<file path="src/prwc_pkg.sv">
// Shared types and constants of the protected ROM write combiner.
package prwc_pkg;

    localparam int ROM_BYTES = 1024;
    localparam int ROM_WORDS = (ROM_BYTES + 7) / 8;
    localparam int WORD_AW   = (ROM_WORDS > 1) ? $clog2(ROM_WORDS) : 1;
    localparam int WORD_W    = 64;
    localparam int BYTE_W    = 8;
    localparam int LANE_W    = 3;
    localparam int ADDR_W    = 16;
    localparam int MASK_W    = 10;

    // Address limit, one bit wider than the address so 65536 fits.
    localparam logic [ADDR_W:0] ROM_LIMIT = (ADDR_W + 1)'(ROM_BYTES);

    localparam int IN_TDATA_W  = 24;
    localparam int IN_TUSER_W  = 2;
    localparam int OUT_TDATA_W = 8;
    localparam int OUT_TUSER_W = 1;

    localparam int CFG_IDX_W  = 2;
    localparam int CFG_DATA_W = 10;
    localparam logic [CFG_IDX_W-1:0] CFG_WRITE_PROTECT = 2'd0;
    localparam logic [CFG_IDX_W-1:0] CFG_PROTECT_MASK  = 2'd1;
    localparam logic [CFG_IDX_W-1:0] CFG_PROTECT_ZERO  = 2'd2;

    localparam int Q_DEPTH = 2;
    localparam int Q_PW    = (Q_DEPTH > 1) ? $clog2(Q_DEPTH) : 1;

    typedef enum logic [1:0] {
        REQ_READ  = 2'd0,
        REQ_WRITE = 2'd1,
        REQ_FLUSH = 2'd2,
        REQ_OTHER = 2'd3
    } t_req;

    typedef enum logic [1:0] {
        CMD_READ,
        CMD_WRITE,
        CMD_FLUSH,
        CMD_PASS
    } t_cmd_kind;

    typedef struct packed {
        t_cmd_kind               kind;
        logic [WORD_AW-1:0]      word;
        logic [LANE_W-1:0]       lane;
        logic [BYTE_W-1:0]       wbyte;
        logic                    acc;
    } t_cmd;

    typedef enum logic [1:0] {
        ST_IDLE,
        ST_READ,
        ST_LOAD
    } t_back_state;

endpackage

</file>
<file path="src/prwc_front.sv">
// Front end: configuration registers, input item intake and write protection check.
module prwc_front (
    input  logic                               i_clk,
    input  logic                               i_rst_n,
    input  logic                               i_cfg_valid,
    output logic                               o_cfg_ready,
    input  logic [prwc_pkg::CFG_IDX_W-1:0]     i_cfg_index,
    input  logic [prwc_pkg::CFG_DATA_W-1:0]    i_cfg_data,
    input  logic                               i_s_tvalid,
    output logic                               o_s_tready,
    input  logic [prwc_pkg::IN_TDATA_W-1:0]    i_s_tdata,  // rom_address[15:0], write_byte[23:16]
    input  logic [prwc_pkg::IN_TUSER_W-1:0]    i_s_tuser,  // req_type[1:0]
    input  logic                               i_q_full,
    output logic                               o_push,
    output prwc_pkg::t_cmd                     o_cmd
);
    import prwc_pkg::*;

    logic              r_write_protect;
    logic [MASK_W-1:0] r_protect_mask;
    logic              r_protect_zero;

    logic [ADDR_W-1:0] addr;
    logic [BYTE_W-1:0] wbyte;
    t_req              req;
    logic              in_range;
    logic              refused;
    t_cmd              cmd;

    assign o_cfg_ready = 1'b1;

    always_ff @(posedge i_clk) begin
        if (!i_rst_n) begin
            r_write_protect <= 1'b1;
            r_protect_mask  <= '1;
            r_protect_zero  <= 1'b1;
        end else if (i_cfg_valid) begin
            unique case (i_cfg_index)
                CFG_WRITE_PROTECT: r_write_protect <= i_cfg_data[0];
                CFG_PROTECT_MASK:  r_protect_mask  <= i_cfg_data[MASK_W-1:0];
                CFG_PROTECT_ZERO:  r_protect_zero  <= i_cfg_data[0];
                default: ;
            endcase
        end
    end

    assign addr     = i_s_tdata[ADDR_W-1:0];
    assign wbyte    = i_s_tdata[ADDR_W +: BYTE_W];
    assign req      = t_req'(i_s_tuser);
    assign in_range = {1'b0, addr} < ROM_LIMIT;
    assign refused  = r_write_protect || !in_range
                   || ((addr & ADDR_W'(r_protect_mask)) != '0)
                   || ((addr == '0) && r_protect_zero);

    always_comb begin
        cmd       = '0;
        cmd.kind  = CMD_PASS;
        cmd.word  = addr[LANE_W +: WORD_AW];
        cmd.lane  = addr[LANE_W-1:0];
        cmd.wbyte = wbyte;
        cmd.acc   = 1'b1;
        unique case (req)
            REQ_READ: begin
                if (in_range) begin
                    cmd.kind = CMD_READ;
                end
            end
            REQ_WRITE: begin
                if (refused) begin
                    cmd.acc = 1'b0;
                end else begin
                    cmd.kind = CMD_WRITE;
                end
            end
            REQ_FLUSH: cmd.kind = CMD_FLUSH;
            REQ_OTHER: ;
        endcase
    end

    assign o_s_tready = !i_q_full;
    assign o_push     = i_s_tvalid && !i_q_full;
    assign o_cmd      = cmd;

endmodule

</file>
<file path="config.mk">
export PLATFORM = sky130hd
export DESIGN_NAME = prwc_front
export DESIGN_NICKNAME = d
export VERILOG_FILES = /design/src/prwc_pkg.sv /design/src/prwc_front.sv
export SDC_FILE = /design/constraint.sdc
export NUM_CORES = 1
export LEC_CHECK = 0
export ABC_CLOCK_PERIOD_IN_PS = 1300
export BUFFER_PORTS_ARGS = -buffer_cell sky130_fd_sc_hd__buf_2
export CAP_MARGIN = 20
export CORE_MARGIN = 8
export CORE_UTILIZATION = 32
export DETAILED_ROUTE_END_ITERATION = 8
export GPL_TIMING_DRIVEN = 0
export MAX_ROUTING_LAYER = met4
export PLACE_DENSITY = 0.81
export SLEW_MARGIN = 10
export SYNTH_ARGS = -nofsm -noshare
export SYNTH_HDL_FRONTEND = slang
export SYNTH_SLANG_ARGS = --single-unit
</file>
<file path="constraint.sdc">
create_clock -name i_clk -period 1.3 [get_ports i_clk]
set_clock_uncertainty 0.15 [all_clocks]
set_input_delay 0.065 -clock i_clk [delete_from_list [all_inputs] [get_ports i_clk]]
set_output_delay 0.065 -clock i_clk [all_outputs]
set_load 0.02 [all_outputs]
</file>
-- After elaboration in Yosys (flattened, before gate mapping)
Cells that the tools add are included.
- flip-flop bits (word level): 12
- input port bits: 43
- output and inout bits: 24
- magnitude comparators: 1
- equal/unequal tests: 4
- muxes and demuxes: 5
- bitwise operators: 1
- reduce and logical (&&, ||, !) cells: 14
- operators with widths (kind ; number):
    bitwise AND 16 x 10 -> 16 bit ; 1
    logical NOT 16 bit ; 1
    less-than comparator 16 x 11 -> 1 bit (second input constant) ; 1
    nonzero test 16 bit ; 1
    case mux 2 bit (3 select lines) ; 1
    AND reduction 2 bit ; 3
    equality test 2 x 1 -> 1 bit (second input constant) ; 2
    equality test 2 bit (second input constant) ; 2
    logical NOT 2 bit ; 2
    two-way mux 2 bit ; 2
    logical OR 1 bit ; 3
    logical AND 1 bit ; 2
    logical NOT 1 bit ; 2
    two-way mux 1 bit ; 2

-- Longest topological paths before layout
Gate-level depths: netlist of the first run.
- depth after elaboration: 7
- mapped depth: 4

-- Least setup slack after synthesis of the first run
Ideal clock, no wire load.
- path type: reg-to-output
- start: register r_protect_zero
- end: output o_cmd[20] (netlist bit)
- arrival time: 1231 ps
- path slack: -146 ps
- cell stages (with the launch flop): 5
- buffers on the path: 0
- path through: dfxtp_1 -> nor4b_2 -> nand3_1 -> and4bb_1 -> o21ai_0
- RTL lines (element ; RTL line ; text):
    start, declared ; prwc_front.sv:21 ; logic r_protect_zero;
    start signal, assigned ; prwc_front.sv:41 ; CFG_PROTECT_ZERO: r_protect_zero <= i_cfg_data[0];
    end, declared ; prwc_front.sv:15 ; output prwc_pkg::t_cmd o_cmd

==> results of run 1 <==
[report_power, final]
part / internal (µW) / switching, µW
registers: 387 / 11.0
clock network: 107 / 106
logic: 155 / 141
total: 648 / 258
[through the flow]
stage	cell area (µm²)	setup WS, ns	util
finish	1240	-0.495	0.570
global route	1240	-0.556	0.570
CTS	1200	-0.511	0.551
detailed placement	1050	-0.252	0.483
global placement	1050	-0.248	0.483
floorplan	727	-0.0583	-
[critical path, stage by stage, from the launching register on]
cell      delay, ns
dfxtp_2        0.33
nor4b_4        0.18
nand3_1        0.09
and4bb_1       0.20
or3b_4         0.38
buf_6          0.14
[routing by layer]
layer  wire length, µm  part of all wire  GRT usage
met2              1240              0.50      0.223
met1               929              0.37      0.112
met5                 0                 0          -
met4                51             0.021     0.0836
met3               270              0.11     0.0601
[kinds of logic after synthesis]
family | after synthesis
compound gates | 7
buf+inv | 23
flops | 12
mux | 2
other cells | 1
simple gates | 48
[synth_stat cells, drive strengths merged (2+ instances only)]
| library cell | instances |
|---|---|
| nor4 | 2 |
| mux2i | 2 |
| nand2 | 23 |
| a22oi | 3 |
| nor2 | 2 |
| dfxtp | 12 |
| inv | 2 |
| nand3 | 11 |
| clkbuf | 2 |
| buf | 19 |
| nand3b | 2 |
[sequential cells by signal (all words and copies together), names as in the netlist]
name / count
r_write_protect: 1
r_protect_mask: 10
r_protect_zero: 1
[final timing paths]
check	from	to	slack, ns	cells after the start
max	r_protect_zero$_SDFFE_PN1P_	o_cmd[0]	-0.49	5
min	i_cfg_index[0]	r_write_protect$_SDFFE_PN1P_	0.01	4
max reg2reg	r_protect_zero$_SDFFE_PN1P_	r_protect_zero$_SDFFE_PN1P_	0.38	3
min reg2reg	r_protect_mask[9]$_SDFFE_PN1P_	r_protect_mask[9]$_SDFFE_PN1P_	0.32	2
[area by class of cell]
cell class / instances / area, µm²
inverter: 2 / 7.51
tap: 28 / 35.0
sequential: 12 / 243
multi-input combinational: 58 / 355
timing repair buffer: 70 / 423
clock buffer: 3 / 22.5
fill: 202 / 933
buffer: 21 / 150
[timing repair]
| action | 4_1_cts | 5_1_grt |
|---|---|---|
| pin swaps | 0 | 4 |
| cloned | 0 | 0 |
| hold buffers | 11 | 0 |
| setup buffers | 0 | 2 |
| setup endpoints to repair | 2 | 2 |
| hold endpoints to repair | 12 | 0 |
| gates resized for setup | 4 | 7 |
==> qor.yml, run 1 <==
drc: 0
power_uw: 906
dieArea_mm2: 0.00404
power_leakage_uw: 0.000657
whs_ns: 0.0119
pin_count: 67
slew_viol_final: 0
numCtsBuffers: 3
die_w_um: 63.6
synth_area_um2: 724
grt_max_degree: 11
seq_area_frac_synth: 0.332
drt_iter0_drc: 34
ir_worst_vdd_v: 0.000377
cts_root_buf: "clkbuf_4"
yosysTopAreaCell: "dfxtp_1"
start_util: 0.334
layoutNonFillerInstCount: 194
synth_area_leaders: "dfxtp_1 (33%), buf_4 (20%), nand2_1 (12%)"
synth-compound-area-share: 0.0691
final-setup-viol-count: 2
grt_pass1_vias: 962
grt_first_pass_wirelength_mm: 4.16
ant_nets: 0
end_kind: "output pin"
drive_gt1_frac: 0.542
cp.required_ns: 1.09
grt_antenna_before_repair: 0
status: "complete, but fails checks"
syn_inst: 93
fmax_mhz: 557
muxShareOfSynthArea: 0.0276
power_density_mw_per_mm2: 733
cts_tree: "done"
synth-edff-count: 0
synth-xor-area-share: 0
wl_per_cell_um: 12.8
final_cell_mix: "buf_2 (55), nand2_1 (23), buf_4 (21)"
cts_buffer_depth: 2
num_rows: 17
fin_crit_ns: 1.79
synth-adder-area-share: 0
htreeDepth: 1
min_period_over_period: 1.38
dpl.hpwl_mm: 2.07
portBuffers: 57
tns_ns: -0.853
place.gp.congestion: 0.908
syn_nets: 136
drt_pre_antenna_iters: 5
arrival_ns: 1.58
track_usage: 0.130
yosysWarnings: 0
start_kind: "flip-flop"
yosysTopAreaCellShare: 0.332
synth_simple_gate_area_frac: 0.349
num_vias: 899
clk_latency_ns: 0.26
rsz0062_at_grt: "true"
fin_ws_ns: -0.495
cts.sinks: 12
area_growth_pct: 70.6
final_hold_viol_count: 0
path_max_fanout: 2
wl_mm: 2.49
core_region_area_mm2: 0.00217
die_h_um: 63.6
ys_ff_latch: 12
maxCapViolations: 0
ys.flop_type: "dfxtp_1"
synth_top_family_by_area: "simple AND/OR/NAND/NOR gates"
avgSynthCellArea_um2: 7.79
dp.cells: 178
final_common_cell: "buf_2"
grt_overflow: 0
crit_type: "flip-flop to output pin"
violations: "negative setup slack"
clk_pin_slew_ns: 0.06
ys_async_sr_fraction: 0
diodes: 0
layout.nets: 211
hold_path_class: "input port to flip-flop"
synth_cell_types: 25
drt-vias-per-instance: 4.63
(Power assumes the default switching activity.)
==> inputs of run 2 (changes only) <==
- CORE_MARGIN: 8 -> default
==> qor.yml, run 2 (synthesized netlist as in run 1, its figures left out) <==
status: "complete, but fails checks"
violations: "negative setup slack"
arrival_ns: 1.62
maxCapViolations: 0
pin_count: 67
critPathMaxStageDelay_ns: 0.38
use_met2: 0.313
min_from: "i_cfg_valid"
power_leakage_uw: 0.000674
met3_usage: 0.0247
drt-vias-per-instance: 4.61
min_period_over_period: 1.41
htreeDepth: 1
diodes: 0
crit_cells: 5
cts_buffer_depth: 2
num_rows: 16
ff_latch_area_um2: 243
final_hold_viol_count: 0
fillCellCount: 175
rrSetupSlack_ns: 0.40
final_common_cell: "buf_2"
cpMaxStageDelayCell: "or3b_4"
top_usage_layer: "met2"
dp.cells: 177
fin_ws_ns: -0.539
p_comb_frac: 0.301
drt_pre_antenna_iters: 4
final_core_util: 0.622
r2r-start: "r_protect_zero$_SDFFE_PN1P_"
final_cell_mix: "buf_2 (55), nand2_1 (23), buf_4 (21)"
cts_root_buf: "clkbuf_4"
reg.largest.list: "r_protect_mask x10, r_protect_zero x1, r_write_protect x1"
ant_nets: 0
path_max_fanout: 2
cp_num_buf_inv: 1
cts.sinks: 12
fmax_mhz: 544
ir_worst_vdd_v: 0.000545
die_h_um: 49.6
area_growth_pct: 75.3
rr_endpoint: "r_protect_zero$_SDFFE_PN1P_"
drc: 0
cp.required_ns: 1.09
wl_mm: 2.07
grt_antenna_before_repair: 0
dpl.hpwl_mm: 1.52
numCtsBuffers: 3
largest_register_ff_count: 10
fin_crit_ns: 1.84
grt_first_pass_wirelength_mm: 3.19
place.gp.congestion: 0.764
slew_viol_final: 0
internal_power_uw: 716
layoutNonFillerInstCount: 196
end_kind: "output pin"
power_density_mw_per_mm2: 779
layout.nets: 213
power_uw: 989
clk_pin_slew_ns: 0.07
power_switching_uw: 273
grt_pass1_vias: 791
grt_overflow: 0
grt_max_degree: 11
crit_type: "flip-flop to output pin"
final-setup-viol-count: 2
die_w_um: 49.6
cts_tree: "done"
clockPowerShare: 0.297
start_kind: "flip-flop"
worstRegToRegCells: 3
num_vias: 904
clk_latency_ns: 0.27
drt_iter0_drc: 26
rsz0062_at_grt: "true"
hold_end: "r_protect_zero$_SDFFE_PN1P_"
drive_gt1_frac: 0.538
core_region_area_mm2: 0.00204
multi_input_area_um2: 357
sw_frac_of_total: 0.276
hold_depth: 4
start_util: 0.355
portBuffers: 57
hold_path_class: "input port to flip-flop"
seqPwrFrac: 0.403
wl_per_cell_um: 10.6
whs_ns: 0.00741
dieArea_mm2: 0.00246
crit_chain: "nor4b_4 > nand3_1 > and4bb_1 > or3b_4 > buf_6"
track_usage: 0.176
met1_usage: 0.178
regMostFlops: "r_protect_mask"
cp_top_family: "simple AND/OR/NAND/NOR gates"
## run 2: through the flow
step                      setup WS, ns  cell area, µm²  setup TNS [ns]
after floorplan                -0.0583             727         -0.0583
after CTS                       -0.523            1240          -0.835
final                           -0.539            1270          -0.945
after detailed placement        -0.249            1050          -0.283
after global placement          -0.236            1050          -0.276
after global routing            -0.613            1270           -1.10
## run 2: worst max-delay path by stage
stage	endpoint	slack (ns)	startpoint
after floorplan	o_cmd[0]	-0.06	r_protect_zero$_SDFFE_PN1P_
after detailed placement	o_cmd[0]	-0.25	r_protect_zero$_SDFFE_PN1P_
after global placement	o_cmd[0]	-0.24	r_protect_zero$_SDFFE_PN1P_
after CTS	o_cmd[0]	-0.52	r_protect_zero$_SDFFE_PN1P_
final	o_cmd[0]	-0.54	r_protect_zero$_SDFFE_PN1P_
after global routing	o_cmd[0]	-0.61	r_protect_zero$_SDFFE_PN1P_
## run 2: repair_timing
item                       in CTS  in global routing
setup endpoints to repair       2                  3
hold endpoints to repair       12                  0
hold buffers                   13                  0
pin swaps                       2                  4
resized for setup               6                  5
buffers inserted                1                  1
## run 2: power by group through the flow
stage	Combinational (µW)	Clock, µW	Sequential (µW)
final	297	293	398
after global routing	322	316	399
after CTS	293	299	397
after detailed placement	255	0	405
after global placement	249	0	404
after floorplan	150	0	401
## run 2: final cells by class
| class | count | share of cell area |
|---|---|---|
| Sequential cell | 12 | 0.191 |
| Inverter | 2 | 0.00591 |
| Tap cell | 27 | 0.0266 |
| Clock buffer | 4 | 0.0286 |
| Buffer | 21 | 0.118 |
| Multi-Input combinational cell | 58 | 0.281 |
| Timing Repair Buffer | 72 | 0.349 |
## run 2: per-layer routing
layer,vias up,part of all wire
li1,450,-
met4,0,0.039
met2,62,0.48
met5,-,0
met1,385,0.38
met3,7,0.096
## run 2: worst reg2reg max path, delay by kind of cell (launching register included)
family	cells	cell delay [ns]
buffers and inverters	1	0.12
AND/OR/NAND/NOR	1	0.06
multiplexers	1	0.12
flip-flops	1	0.32
