## config.mk

```make
export PLATFORM = sky130hd
export DESIGN_NAME = prwc_queue
export DESIGN_NICKNAME = d
export VERILOG_FILES = /design/src/prwc_pkg.sv /design/src/prwc_queue.sv
export SDC_FILE = /design/constraint.sdc
export NUM_CORES = 1
export LEC_CHECK = 0
export BUFFER_PORTS_ARGS = -buffer_cell sky130_fd_sc_hd__buf_2
export CAP_MARGIN = 40
export CORE_AREA = 2 2 59 61
export CTS_BUF_LIST = sky130_fd_sc_hd__clkbuf_8
export CTS_CLUSTER_DIAMETER = 40
export DETAILED_ROUTE_END_ITERATION = 8
export DIE_AREA = 0 0 61 63
export GPL_TIMING_DRIVEN = 0
export PLACE_DENSITY_LB_ADDON = 0.08
export SYNTH_ARGS = -nofsm -noshare
export SYNTH_HDL_FRONTEND = slang
export SYNTH_SLANG_ARGS = --single-unit
```

## constraint.sdc

```tcl
create_clock -name i_clk -period 2.5 [get_ports i_clk]
set_input_delay 0.375 -clock i_clk [delete_from_list [all_inputs] [get_ports i_clk]]
set_output_delay 0.375 -clock i_clk [all_outputs]
set_load 0.005 [all_outputs]
```

## src/prwc_pkg.sv

```systemverilog
// Shared types and constants of the protected ROM write combiner.
package prwc_pkg;

    localparam int ROM_BYTES = 1024;
    localparam int ROM_WORDS = (ROM_BYTES + 7) / 8;
    localparam int WORD_AW   = (ROM_WORDS > 1) ? $clog2(ROM_WORDS) : 1;
    localparam int WORD_W    = 64;
    localparam int BYTE_W    = 8;
    localparam int LANE_W    = 3;
    localparam int ADDR_W    = 16;
    localparam int MASK_W    = 10;

    // Address limit, one bit wider than the address so 65536 fits.
    localparam logic [ADDR_W:0] ROM_LIMIT = (ADDR_W + 1)'(ROM_BYTES);

    localparam int IN_TDATA_W  = 24;
    localparam int IN_TUSER_W  = 2;
    localparam int OUT_TDATA_W = 8;
    localparam int OUT_TUSER_W = 1;

    localparam int CFG_IDX_W  = 2;
    localparam int CFG_DATA_W = 10;
    localparam logic [CFG_IDX_W-1:0] CFG_WRITE_PROTECT = 2'd0;
    localparam logic [CFG_IDX_W-1:0] CFG_PROTECT_MASK  = 2'd1;
    localparam logic [CFG_IDX_W-1:0] CFG_PROTECT_ZERO  = 2'd2;

    localparam int Q_DEPTH = 2;
    localparam int Q_PW    = (Q_DEPTH > 1) ? $clog2(Q_DEPTH) : 1;

    typedef enum logic [1:0] {
        REQ_READ  = 2'd0,
        REQ_WRITE = 2'd1,
        REQ_FLUSH = 2'd2,
        REQ_OTHER = 2'd3
    } t_req;

    typedef enum logic [1:0] {
        CMD_READ,
        CMD_WRITE,
        CMD_FLUSH,
        CMD_PASS
    } t_cmd_kind;

    typedef struct packed {
        t_cmd_kind               kind;
        logic [WORD_AW-1:0]      word;
        logic [LANE_W-1:0]       lane;
        logic [BYTE_W-1:0]       wbyte;
        logic                    acc;
    } t_cmd;

    typedef enum logic [1:0] {
        ST_IDLE,
        ST_READ,
        ST_LOAD
    } t_back_state;

endpackage

```

## src/prwc_queue.sv

```systemverilog
// Short command queue between the front end and the back end.
module prwc_queue (
    input  logic           i_clk,
    input  logic           i_rst_n,
    input  logic           i_push,
    input  prwc_pkg::t_cmd i_cmd,
    output logic           o_full,
    output logic           o_valid,
    output prwc_pkg::t_cmd o_cmd,
    input  logic           i_pop
);
    import prwc_pkg::*;

    t_cmd            r_mem [Q_DEPTH];
    logic [Q_PW-1:0] r_wr_ptr;
    logic [Q_PW-1:0] r_rd_ptr;
    logic [Q_PW:0]   r_count;

    function automatic logic [Q_PW-1:0] ptr_inc(input logic [Q_PW-1:0] p);
        ptr_inc = (p == Q_PW'(Q_DEPTH - 1)) ? '0 : p + 1'b1;
    endfunction

    always_ff @(posedge i_clk) begin
        if (i_push) begin
            r_mem[r_wr_ptr] <= i_cmd;
        end
    end

    always_ff @(posedge i_clk) begin
        if (!i_rst_n) begin
            r_wr_ptr <= '0;
            r_rd_ptr <= '0;
            r_count  <= '0;
        end else begin
            if (i_push) begin
                r_wr_ptr <= ptr_inc(r_wr_ptr);
            end
            if (i_pop) begin
                r_rd_ptr <= ptr_inc(r_rd_ptr);
            end
            if (i_push && !i_pop) begin
                r_count <= r_count + 1'b1;
            end else if (!i_push && i_pop) begin
                r_count <= r_count - 1'b1;
            end
        end
    end

    assign o_full  = r_count == (Q_PW + 1)'(Q_DEPTH);
    assign o_valid = r_count != '0;
    assign o_cmd   = r_mem[r_rd_ptr];

    a_count_bound: assert property (@(posedge i_clk) disable iff (!i_rst_n)
        r_count <= (Q_PW + 1)'(Q_DEPTH))
        else $error("queue count overflow");

endmodule

```

# [After elaboration in Yosys (flattened, before gate mapping)]
# Memories as Yosys holds them, arrays and structs flattened. A register that Yosys moved wholly into a read port is not among the register bits.
# Cells that the tools add are included.
[word_totals] regBits=4 ramBits=42 input_bits=25 output_inout_bits=23 word_cells=23 mem_count=1
[mem_list] name="r_mem" words=2 word_bits=21 read_ports=1 rd_clocked_by_memory_dff=1 write_ports=1 line="prwc_queue.sv:14" text="t_cmd r_mem [Q_DEPTH];"
[op_classes] addsub=4 eq_ne=1 muxes=8 reduce_logical=6
[ops] cell="1-bit two-way mux" n=6
[ops] cell="2-bit two-way mux" n=2
[ops] cell="2-bit nonzero test" n=2
[ops] cell="1-bit adder (second input constant)" n=2
[ops] cell="2-bit by 1-bit adder with 2-bit output (second input constant)" n=1
[ops] cell="2-bit equality test (second input constant)" n=1
[ops] cell="1-bit logical AND" n=2
[ops] cell="1-bit logical NOT" n=2
[ops] cell="2-bit by 1-bit subtractor with 2-bit output (second input constant)" n=1

# [Longest topological paths before layout]
# Gate-level depths: netlist of run 1.
[depth] ltp_word=4 ltp_mapped=5 depth_no_buf=5

# [Worst setup path before layout of run 1]
# Ideal clock, no wire load.
[synth_path] path_kind="input -> register" start="input port i_push" end="memory r_mem[0][0] (netlist bit) (enable)" setup_ns=0.403 arrival_time_ns=1.384 required_ns=2.097 setup_slack_ns=0.714 stages=1 n_path_buf=0 cell_sequence="nor2b_1"
[synth_via] elab_chain_cells=2
[synth_rtl] item="start: declaration" line="prwc_queue.sv:5" text="input logic i_push,"
[synth_rtl] item="1-bit two-way mux" line="prwc_queue.sv:24" text="if (i_push) begin"
[synth_rtl] item="1-bit two-way mux (implied by the code)" line="prwc_queue.sv:25" text="r_mem[r_wr_ptr] <= i_cmd;"
[synth_rtl] item="end: declaration" line="prwc_queue.sv:14"
# Every way passes these cells.

==> results of run 1 <==
==> power breakdown <==
part / internal (mW) / leakage, nW / total [mW] / switching [mW]
clock: 0.186 / 0.0444 / 0.401 / 0.214
combinational: 0.0985 / 0.350 / 0.174 / 0.0753
sequential: 0.903 / 0.436 / 0.917 / 0.0139
==> routing by layer <==
layer / share of wire / track usage / wire length (microns)
met5: 0 / 0 / 0
met4: 0.012 / 0.0571 / 29
met3: 0.075 / 0.0725 / 186
met2: 0.55 / 0.262 / 1360
met1: 0.37 / 0.141 / 914
==> Yosys cell counts (all sizes together) <==
| master | instances |
|---|---|
| a21boi | 1 |
| and2 | 4 |
| and2b | 1 |
| buf | 2 |
| dfxtp | 5 |
| edfxtp | 42 |
| ha | 1 |
| inv | 1 |
| mux2 | 21 |
| nor2b | 2 |
| o21a | 1 |
| o21ai | 1 |
| or2 | 1 |
| or3 | 1 |
| xnor2 | 1 |
| xor2 | 2 |
==> registers in the layout, indices dropped and copies added, names as in the netlist, named ones only <==
| signal | flops |
|---|---|
| r_wr_ptr | 1 |
| r_count | 2 |
| r_rd_ptr | 1 |
| r_mem | 42 |
==> critical path, stage by stage (launching register included) <==
cell and delay, ns:
dfxtp_1 0.35, buf_2 0.27, mux2_2 0.36, buf_2 0.13
==> final timing paths <==
check / end / slack (ns)
setup / recovery: o_cmd[20] / 0.72
hold / removal: r_mem[1][4]$_DFFE_PP_ / 0.27
setup reg to reg: r_mem[0][15]$_DFFE_PP_ / 1.16
hold reg to reg: r_count[1]$_SDFFE_PN0P_ / 0.50
==> placed cells by master (no fill, tap or decap) <==
cell type and count:
or2_2 1, nor2b_2 1, clkinv_1 2, clkbuf_8 5, o21ai_0 1, buf_8 2, xnor2_1 1, or3_1 1
and2_1 4, buf_2 49, o21a_1 1, dfxtp_1 5, edfxtp_1 42, ha_1 1, xor2_1 2, a21boi_1 1
nor2b_1 1, and2b_2 1, mux2_2 21, inv_1 2
==> per-stage QoR <==
| stage | utilization | area [sq um] | hold slack (ns) | setup slack (ns) |
|---|---|---|---|---|
| 2_1_floorplan | - | 1730 | 0.461 | 0.714 |
| 3_3_place_gp | 0.626 | 2020 | 0.473 | 0.0855 |
| 3_5_place_dp | 0.636 | 2050 | 0.488 | 0.901 |
| 4_1_cts | 0.660 | 2130 | 0.263 | 0.696 |
| 5_1_grt | 0.660 | 2130 | 0.255 | 0.633 |
| 6_report | 0.660 | 2130 | 0.267 | 0.719 |
==> layout make-up <==
type	instances	area, sq um
Buffer	2	10.0
Clock inverter	3	11.3
Sequential cell	47	1360
Multi-Input combinational cell	37	357
Inverter	1	3.75
Timing Repair Buffer	49	265
Tap cell	46	57.6
Fill cell	254	1100
Clock buffer	5	68.8
==> kinds of logic after synthesis <==
kind of cell | share of synthesized area
AO/OA/AOI/OAI | 0.0116
XOR/XNOR | 0.0152
adder cells (fa/ha/maj) | 0.00723
buffers and inverters | 0.00796
flip-flops | 0.787
multiplexers | 0.137
AND/OR/NAND/NOR | 0.0340
==> summary.md, run 1 <==
| Metric | Value |
|---|---|
| Peak VDD IR | 0.000437 V |
| Initial DRC count | 28 |
| Site Rows | 21 |
| R2R Path Start | r_wr_ptr$_SDFFE_PN0P_ |
| RSZ-0062 raised after global routing | no |
| Synth top area share | 0.729 |
| Clock slew at reported path FFs | 0.08 ns |
| Fmax achieved | 562 MHz |
| Max clock buf depth | 2 |
| Core area | between 3000 and 4000 sq um |
| Routed length per instance | 13.1 microns |
| Area leader, netlist | edfxtp_1 |
| IO Pins | 48 |
| Hold Buf Count CTS | 0 |
| First-pass GRT wire length | 3.95 mm |
| Post-Place Cells | 182 |
| Chip width | a little over 60 microns |
| Synth Register Bits | 47 |
| Critical path class | reg -> out |
| CP startpoint kind | register |
| Detail Route Antenna Nets | 0 |
| Distinct cell type count after synthesis | 16 |
| # Max-Cap Violations | 0 |
| Detailed Route WL | 2.49 mm |
| Routability Congestion | 0.635 |
| GRT Overall Usage | 0.148 |
| H-tree Lvls | 2 |
| Later-pin clock latency in the skew report | 0.29 ns |
| CP max FO | 10 |
| CTS sink cnt | 47 |
| Post-Layout Cell Count | between 150 and 200 |
| Cells after Synth | 87 |
| Hold Path Stages | 1 |
| Worst Reg-to-Reg Cells | 2 |
| Root buffer cell | clkbuf_8 |
| Slew @ Worst Pin | 0.584 ns |
| Post-DP HPWL | approximately 1.8 mm |
| Post-CTS sizing | 0 |
| Worst EP required | roughly 2.1 ns |
| Relative slew margins | 0.609 |
| Pwr Density | 699 nW/um^2 |
| Hold Path Class | in -> reg |
| Status | completed |
| HP Start | i_cmd[4] |
| PortBufs | 47 |
| Largest net degree at the start of global routing | 15 |
| CTS tree | yes |
| Mapped cell area | 1730 sq um |
| Drt first pass iters | 4 |
| Fin. Hold Viols | 0 |
| CTS buffer count | 5 |
| Nets | between 150 and 200 |
| Antenna violations before repair | 0 |
| Area contributors post-synth | edfxtp_1 73%, mux2_2 14%, dfxtp_1 5.8% |
| Final setup fails | 0 |
| Worst setup EP type | output port |
| Syn nets | 113 |
| Area added between synthesis and finish | 23.4% |
| Setup total negative slack | 0 ns |
| Pins over their slew limit | 0 |
| Detailed-route vias per instance | between 4 and 5 |
| Pleak | 0.830 nW |
| Die H | 63 microns |
| Syn Area/Cell | 19.9 sq um |
| Share of layout cells above drive strength 1 | 0.556 |
| Post-CTS repair timing setup buffer count | 0 |
| Period utilization | 0.712 |
| Vias in the first global route | 938 |
| Total congestion overflow | 0 |
| Power, Total | around 1.5 mW |
| Starting density of the core | 0.535 |
| CP arrival | 1.41 ns |
| Die ar. | 3840 sq um |
| Drc violations | 0 |
| Seq/Total Area, Yosys | 0.787 |
| Ant. Diodes | 0 |
| DR vias | 901 |
| Final min period | around 1.8 ns |
| YS warnings | 0 |
| Final Skew | roughly 0.0031 ns |
Note: power is estimated with default switching activity, not from simulation.
==> run 2: changes to the inputs <==
Settings changed: CORE_AREA 2 2 59 61 to 2 2 64 66, DIE_AREA 0 0 61 63 to 0 0 66 68.
Clock period 2.5 ns to 1.5 ns, I/O delays scaled along.
==> run 2 against run 1 <==
Effect of this change: the flow now finishes with violations (negative setup slack); cell count grew 3.7%; power grew 90%; register-to-register slack lost 1.0 ns; via count grew 4.9%; wire length grew 18%; worst hold slack lost 0.15 ns; clock power grew 110%; non-clock buffer count grew 3.
==> summary.md, run 2 (same netlist as run 1, synthesis figures left out) <==
| Metric | Value |
|---|---|
| IO Pins | 48 |
| Area of placed instances | 2060 sq um |
| Post-DP HPWL | 1.86 mm |
| PortBufs | 47 |
| Slew @ Worst Pin | 0.540 ns |
| Critical path class | reg -> out |
| Final WS setup | -0.00266 ns |
| Hold Path Class | in -> reg |
| CP arrival | 1.28 ns |
| R2R setup slack | 0.12 ns |
| CP Depth | 3 |
| CP startpoint kind | register |
| Routed length per instance | 14.9 microns |
| Nets | 172 |
| Status | complete, but fails checks |
| # Max-Cap Violations | 0 |
| Biggest regs | r_mem: 42 flops, r_count: 2 flops |
| Pins over their slew limit | 0 |
| Cell chain of the critical path | clkbuf_16 -> mux2_4 -> buf_6 |
| GRT Overall Usage | 0.127 |
| DR vias | about 950 |
| Die H | between 60 and 70 microns |
| Delay-heaviest family, CP | flip-flops |
| Relative slew margins | 0.640 |
| Setup slack at placement | -0.0130 ns |
| H-tree Lvls | 2 |
| Commonest non-fill, non-tap cell in the layout | edfxtp_1 |
| Ant. Diodes | 0 |
| Starting density of the core | 0.448 |
| Worst Reg-to-Reg Cells | 2 |
| Detailed-route vias per instance | 4.80 |
| Core area | 3860 sq um |
| R2R Path Start | r_wr_ptr$_SDFFE_PN0P_ |
| Max reg flops | 42 |
| Share of layout cells above drive strength 1 | 0.578 |
| Max clock buf depth | 2 |
| Drc violations | 0 |
| Fin. Hold Viols | 0 |
| Period utilization | 1.00 |
| Post-Place Cells | 186 |
| Slowest cell on the critical path | dfxtp_4 |
| Site Rows | 23 |
| Hold WS | 0.117 ns |
| Detailed Route WL | between 2 and 3 mm |
| Die ar. | 4490 sq um |
| Vias in the first global route | a little over 900 |
| HP Start | i_cmd[17] |
| Peak VDD IR | about 0.0006 V |
| Multi-input logic area | around 440 sq um |
| Worst setup EP type | output port |
| Reg with most FFs | r_mem |
| CTS sink cnt | 47 |
| Register area | 1370 sq um |
| Critical Path Max Stage Delay | 0.41 ns |
| Fmax achieved | between 600 and 700 MHz |
| Drt first pass iters | 4 |
| Pleak | 0.994 nW |
| Post-Layout Cell Count | between 150 and 200 |
| Hold Path Stages | 1 |
| Worst EP required | 1.27 ns |
| CTS buffer count | 5 |
| Final Skew | 0.0106 ns |
| CTS tree | yes |
| Initial DRC count | 34 |
| Detail Route Antenna Nets | 0 |
| Later-pin clock latency in the skew report | between 0.2 and 0.3 ns |
| Largest net degree at the start of global routing | 15 |
| Antenna violations before repair | 0 |
| Commonest non-fill, non-tap cells in the layout | 42 x edfxtp_1, 27 x buf_2, 23 x buf_6 |
| CP max FO | 5 |
| Root buffer cell | clkbuf_8 |
| Failing checks | negative setup slack |
| Setup total negative slack | -0.00266 ns |
| FF-to-FF End | r_mem[1][10]$_DFFE_PP_ |
| Hold Buf Count CTS | 0 |
| Power, Total | 2.83 mW |
| Routability Congestion | 0.603 |
| Chip width | 66 microns |
| WHS Endpoint | r_mem[0][17]$_DFFE_PP_ |
| Pwr Density | 1160 nW/um^2 |
| Clock slew at reported path FFs | approximately 0.08 ns |
| Total congestion overflow | 0 |
| Final setup fails | 1 |
| First-pass GRT wire length | 4.11 mm |
| Final min period | 1.50 ns |
| Buf/Inv on CP | 2 |
| Post-route cell area | approximately 2400 sq um |
| RSZ-0062 raised after global routing | yes |
| Fill cells | 299 |
| Area added between synthesis and finish | 40.6% |
| Final Util | 0.630 |
-- run 2: cell types whose count changed in the layout (fill, tap and decap cells not counted), sizes merged --
cell and change:
buf +2, clkinv -2, bufinv +1, inv +1
clkbuf +1
-- run 2: what timing repair did --
action	CTS	global route
buffers inserted	0	1
resized for setup	9	41
cloned	1	1
setup endpoints to repair	20	25
-- run 2: layout make-up --
type,instances,area share
clock inverter,3,0.0154
timing repair buffer,52,0.177
buffer,2,0.0108
multi-input combinational,37,0.180
sequential,47,0.562
clock buffer,5,0.0283
tap,50,0.0257
inverter,1,0.00154
-- run 2: per-layer routing --
metal,up-vias,track usage,share of wire
li1,451,-,-
met1,463,0.144,0.43
met2,26,0.217,0.51
met3,5,0.0395,0.046
met4,0,0.0689,0.016
met5,-,0,0
-- run 2: worst max path at each step --
stage / end / slack [ns]
6_report: o_cmd[13] / -0.003
5_1_grt: o_cmd[13] / -0.05
4_1_cts: o_cmd[14] / -0.03
3_5_place_dp: r_mem[0][16]$_DFFE_PP_ / -0.01
3_3_place_gp: r_mem[0][16]$_DFFE_PP_ / -0.17
2_1_floorplan: r_mem[0][0]$_DFFE_PP_ / 0.20
-- run 2: where the power goes --
part	total, mW	switching [mW]	internal [mW]	leakage (nW)
Clock	0.853	0.368	0.485	0.0607
Combinational	0.440	0.154	0.285	0.497
Sequential	1.54	0.0331	1.51	0.436
Total	2.83	0.556	2.28	0.994
==> run 3: changes to the inputs <==
Settings changed: BUFFER_PORTS_ARGS -buffer_cell sky130_fd_sc_hd__buf_2 to -buffer_cell sky130_fd_sc_hd__buf_4, SETUP_SLACK_MARGIN set to 0.02.
==> run 3 against run 2 <==
Effect of this change: the run still ends with negative setup slack left; clock-buffer cell count did not move; non-clock buffer count fell by 3; core utilization fell by 3.4 points; cell area fell by 5.5%; worst hold slack improved by 0.0019 ns; power fell by 8.8%; combinational power fell by 16%; wire length fell by 4.3%; clock power fell by 20%; worst setup slack got worse by 0.0041 ns; maximum frequency fell by 0.27%; register-to-register slack improved by 0.14 ns; critical path type unchanged; largest power group unchanged; highest routed layer unchanged.
==> summary.md, run 3 (same netlist as run 1, synthesis figures left out) <==
| Metric | Value |
|---|---|
| # Max-Cap Violations | 0 |
| DR vias | 933 |
| Commonest non-fill, non-tap cell in the layout | buf_4 |
| Slew @ Worst Pin | 0.392 ns |
| Final min period | 1.51 ns |
| Starting density of the core | 0.448 |
| Ant. Diodes | 0 |
| Final WS setup | -0.00681 ns |
| Die ar. | 4490 sq um |
| Core area | 3860 sq um |
| Critical Path Max Stage Delay | 0.37 ns |
| Worst Setup EP | o_cmd[17] |
| Root buffer cell | clkbuf_8 |
| Pins over their slew limit | 0 |
| Reg power frac | 0.594 |
| M1 GR Usage | 0.139 |
| Worst setup EP type | output port |
| HP Start | i_cmd[20] |
| Combinational share of power | 0.143 |
| Initial DRC count | 79 |
| Switching Fraction | 0.206 |
| Relative slew margins | 0.738 |
| Status | complete, but fails checks |
| Final Skew | 0.00423 ns |
| Area added between synthesis and finish | 32.9% |
| Pleak | 0.892 nW |
| Worst Reg-to-Reg Cells | 2 |
| RSZ-0062 raised after global routing | yes |
| Detailed-route vias per instance | 4.81 |
| R2R Path Start | r_wr_ptr$_SDFFE_PN0P_ |
| CTS buffer count | 5 |
| Reg with most FFs | r_mem |
| Internal Power | 2.05 mW |
| Critical path class | reg -> out |
| Fmax achieved | ~660 MHz |
| NetSw | ~0.53 mW |
| Clock slew at reported path FFs | 0.08 ns |
| R2R setup slack | between 0.2 and 0.3 ns |
| Later-pin clock latency in the skew report | 0.29 ns |
| Die H | 68 microns |
| Post-CTS repair timing setup buffer count | 0 |
| Vias in the first global route | 952 |
| Fin. Hold Viols | 0 |
| Failing checks | negative setup slack |
| CTS sink cnt | 47 |
| Area of placed instances | 2170 sq um |
| Antenna violations before repair | 0 |
| IO Pins | 48 |
| GR Util met2 | 0.244 |
| Biggest regs | r_mem: 42 flops, r_count: 2 flops |
| Max reg flops | 42 |
| Total congestion overflow | 0 |
| Slowest cell on the critical path | dfxtp_4 |
| Delay-heaviest family, CP | flip-flops |
| Period utilization | 1.00 |
| Largest net degree at the start of global routing | 14 |
| Share of layout cells above drive strength 1 | 0.569 |
| Grt peak-use layer | met2 |
| FF-to-FF End | r_mem[1][16]$_DFFE_PP_ |
| Grt met3 use | 0.0345 |
| Buf/Inv on CP | 2 |
| H-tree Lvls | 2 |
| CP arrival | 1.28 ns |
| Final setup fails | 9 |
| Drt first pass iters | 5 |
| GRT Overall Usage | 0.134 |
| Hold Path Class | in -> reg |
| Drc violations | 0 |
| Clk pwr share | 0.263 |
| Peak VDD IR | 0.000656 V |
| Routability Congestion | roughly 0.6 |
| CP Depth | 3 |
| CP max FO | 10 |
| CP startpoint kind | register |
| Post-route cell area | 2300 sq um |
| Worst EP required | 1.27 ns |
| Detail Route Antenna Nets | 0 |
| First-pass GRT wire length | between 4 and 5 mm |
| Site Rows | 23 |
| Cell chain of the critical path | buf_8 -> mux2_2 -> buf_4 |
| Routed length per instance | around 14 microns |
| Nets | 169 |
| CTS tree | yes |
| Power, Total | around 2.6 mW |
| Post-DP HPWL | 2.03 mm |
| Chip width | around 66 microns |
| Max clock buf depth | 2 |
| Pwr Density | around 1100 nW/um^2 |
| Detailed Route WL | 2.80 mm |
| PortBufs | 47 |
| Commonest non-fill, non-tap cells in the layout | 45 x buf_4, 42 x edfxtp_1, 18 x mux2_2 |
## run 3: changes by cell type in the layout (fill, tap and decap cells not counted)
cell / before / now
and2_1: 4 / 3
and2_2: 0 / 1
buf_2: 27 / 0
buf_4: 1 / 45
buf_6: 23 / 4
bufinv_16: 1 / 0
clkbuf_16: 1 / 0
clkinv_1: 0 / 2
inv_1: 3 / 2
mux2_2: 1 / 18
mux2_4: 20 / 3
## run 3: final cells by class
cell class | count | area [sq um]
fillers | 304 | 1560
flip-flops and latches | 47 | 1370
repair buffers | 49 | 383
multi-input cells | 37 | 374
well taps | 50 | 62.6
clock inverters | 3 | 11.3
plain buffers | 2 | 30.0
inverters | 1 | 3.75
clock buffers | 5 | 68.8
## run 3: worst min-delay path by stage
stage	endpoint	slack [ns]	cells after the start
after floorplan	r_mem[0][0]$_DFFE_PP_	0.32	0
after global placement	r_mem[0][16]$_DFFE_PP_	0.41	1
after detailed placement	r_mem[1][20]$_DFFE_PP_	0.41	1
after CTS	r_mem[1][20]$_DFFE_PP_	0.11	1
after global routing	r_mem[1][10]$_DFFE_PP_	0.10	1
final	r_mem[1][20]$_DFFE_PP_	0.12	1
## run 3: timing repair
item	4_1_cts	5_1_grt
cloned	0	0
endpoints found under the setup margin	20	40
resized for setup	10	5
hold buffers	0	0
## run 3: metrics by stage
step	setup slack [ns]	TNS, ns	instances	hold slack (ns)	util
4_1_cts	-0.0293	-0.359	194	0.108	0.591
2_1_floorplan	0.200	0	87	0.324	-
3_3_place_gp	-0.148	-4.13	184	0.410	0.557
6_report	-0.00681	-0.0378	194	0.118	0.596
3_5_place_dp	0.0159	0	186	0.413	0.563
5_1_grt	-0.0595	-0.932	194	0.102	0.596
## run 3: power by group through the flow
stage	Sequential (mW)	Combinational [mW]	Clock [mW]
6_report	1.53	0.369	0.679
5_1_grt	1.54	0.401	0.771
4_1_cts	1.53	0.371	0.712
3_5_place_dp	1.56	0.353	0
3_3_place_gp	1.56	0.335	0
2_1_floorplan	1.55	0.161	0
## run 3: layer usage
metal,vias to the layer above,share of wire
met2,32,0.56
met3,8,0.049
li1,441,-
met1,452,0.37
met5,-,0
met4,0,0.024
## run 3: worst reg2reg max path: stages, from the launching register on
cell and delay, ns:
dfxtp_1 0.39, and2_2 0.35, buf_6 0.21
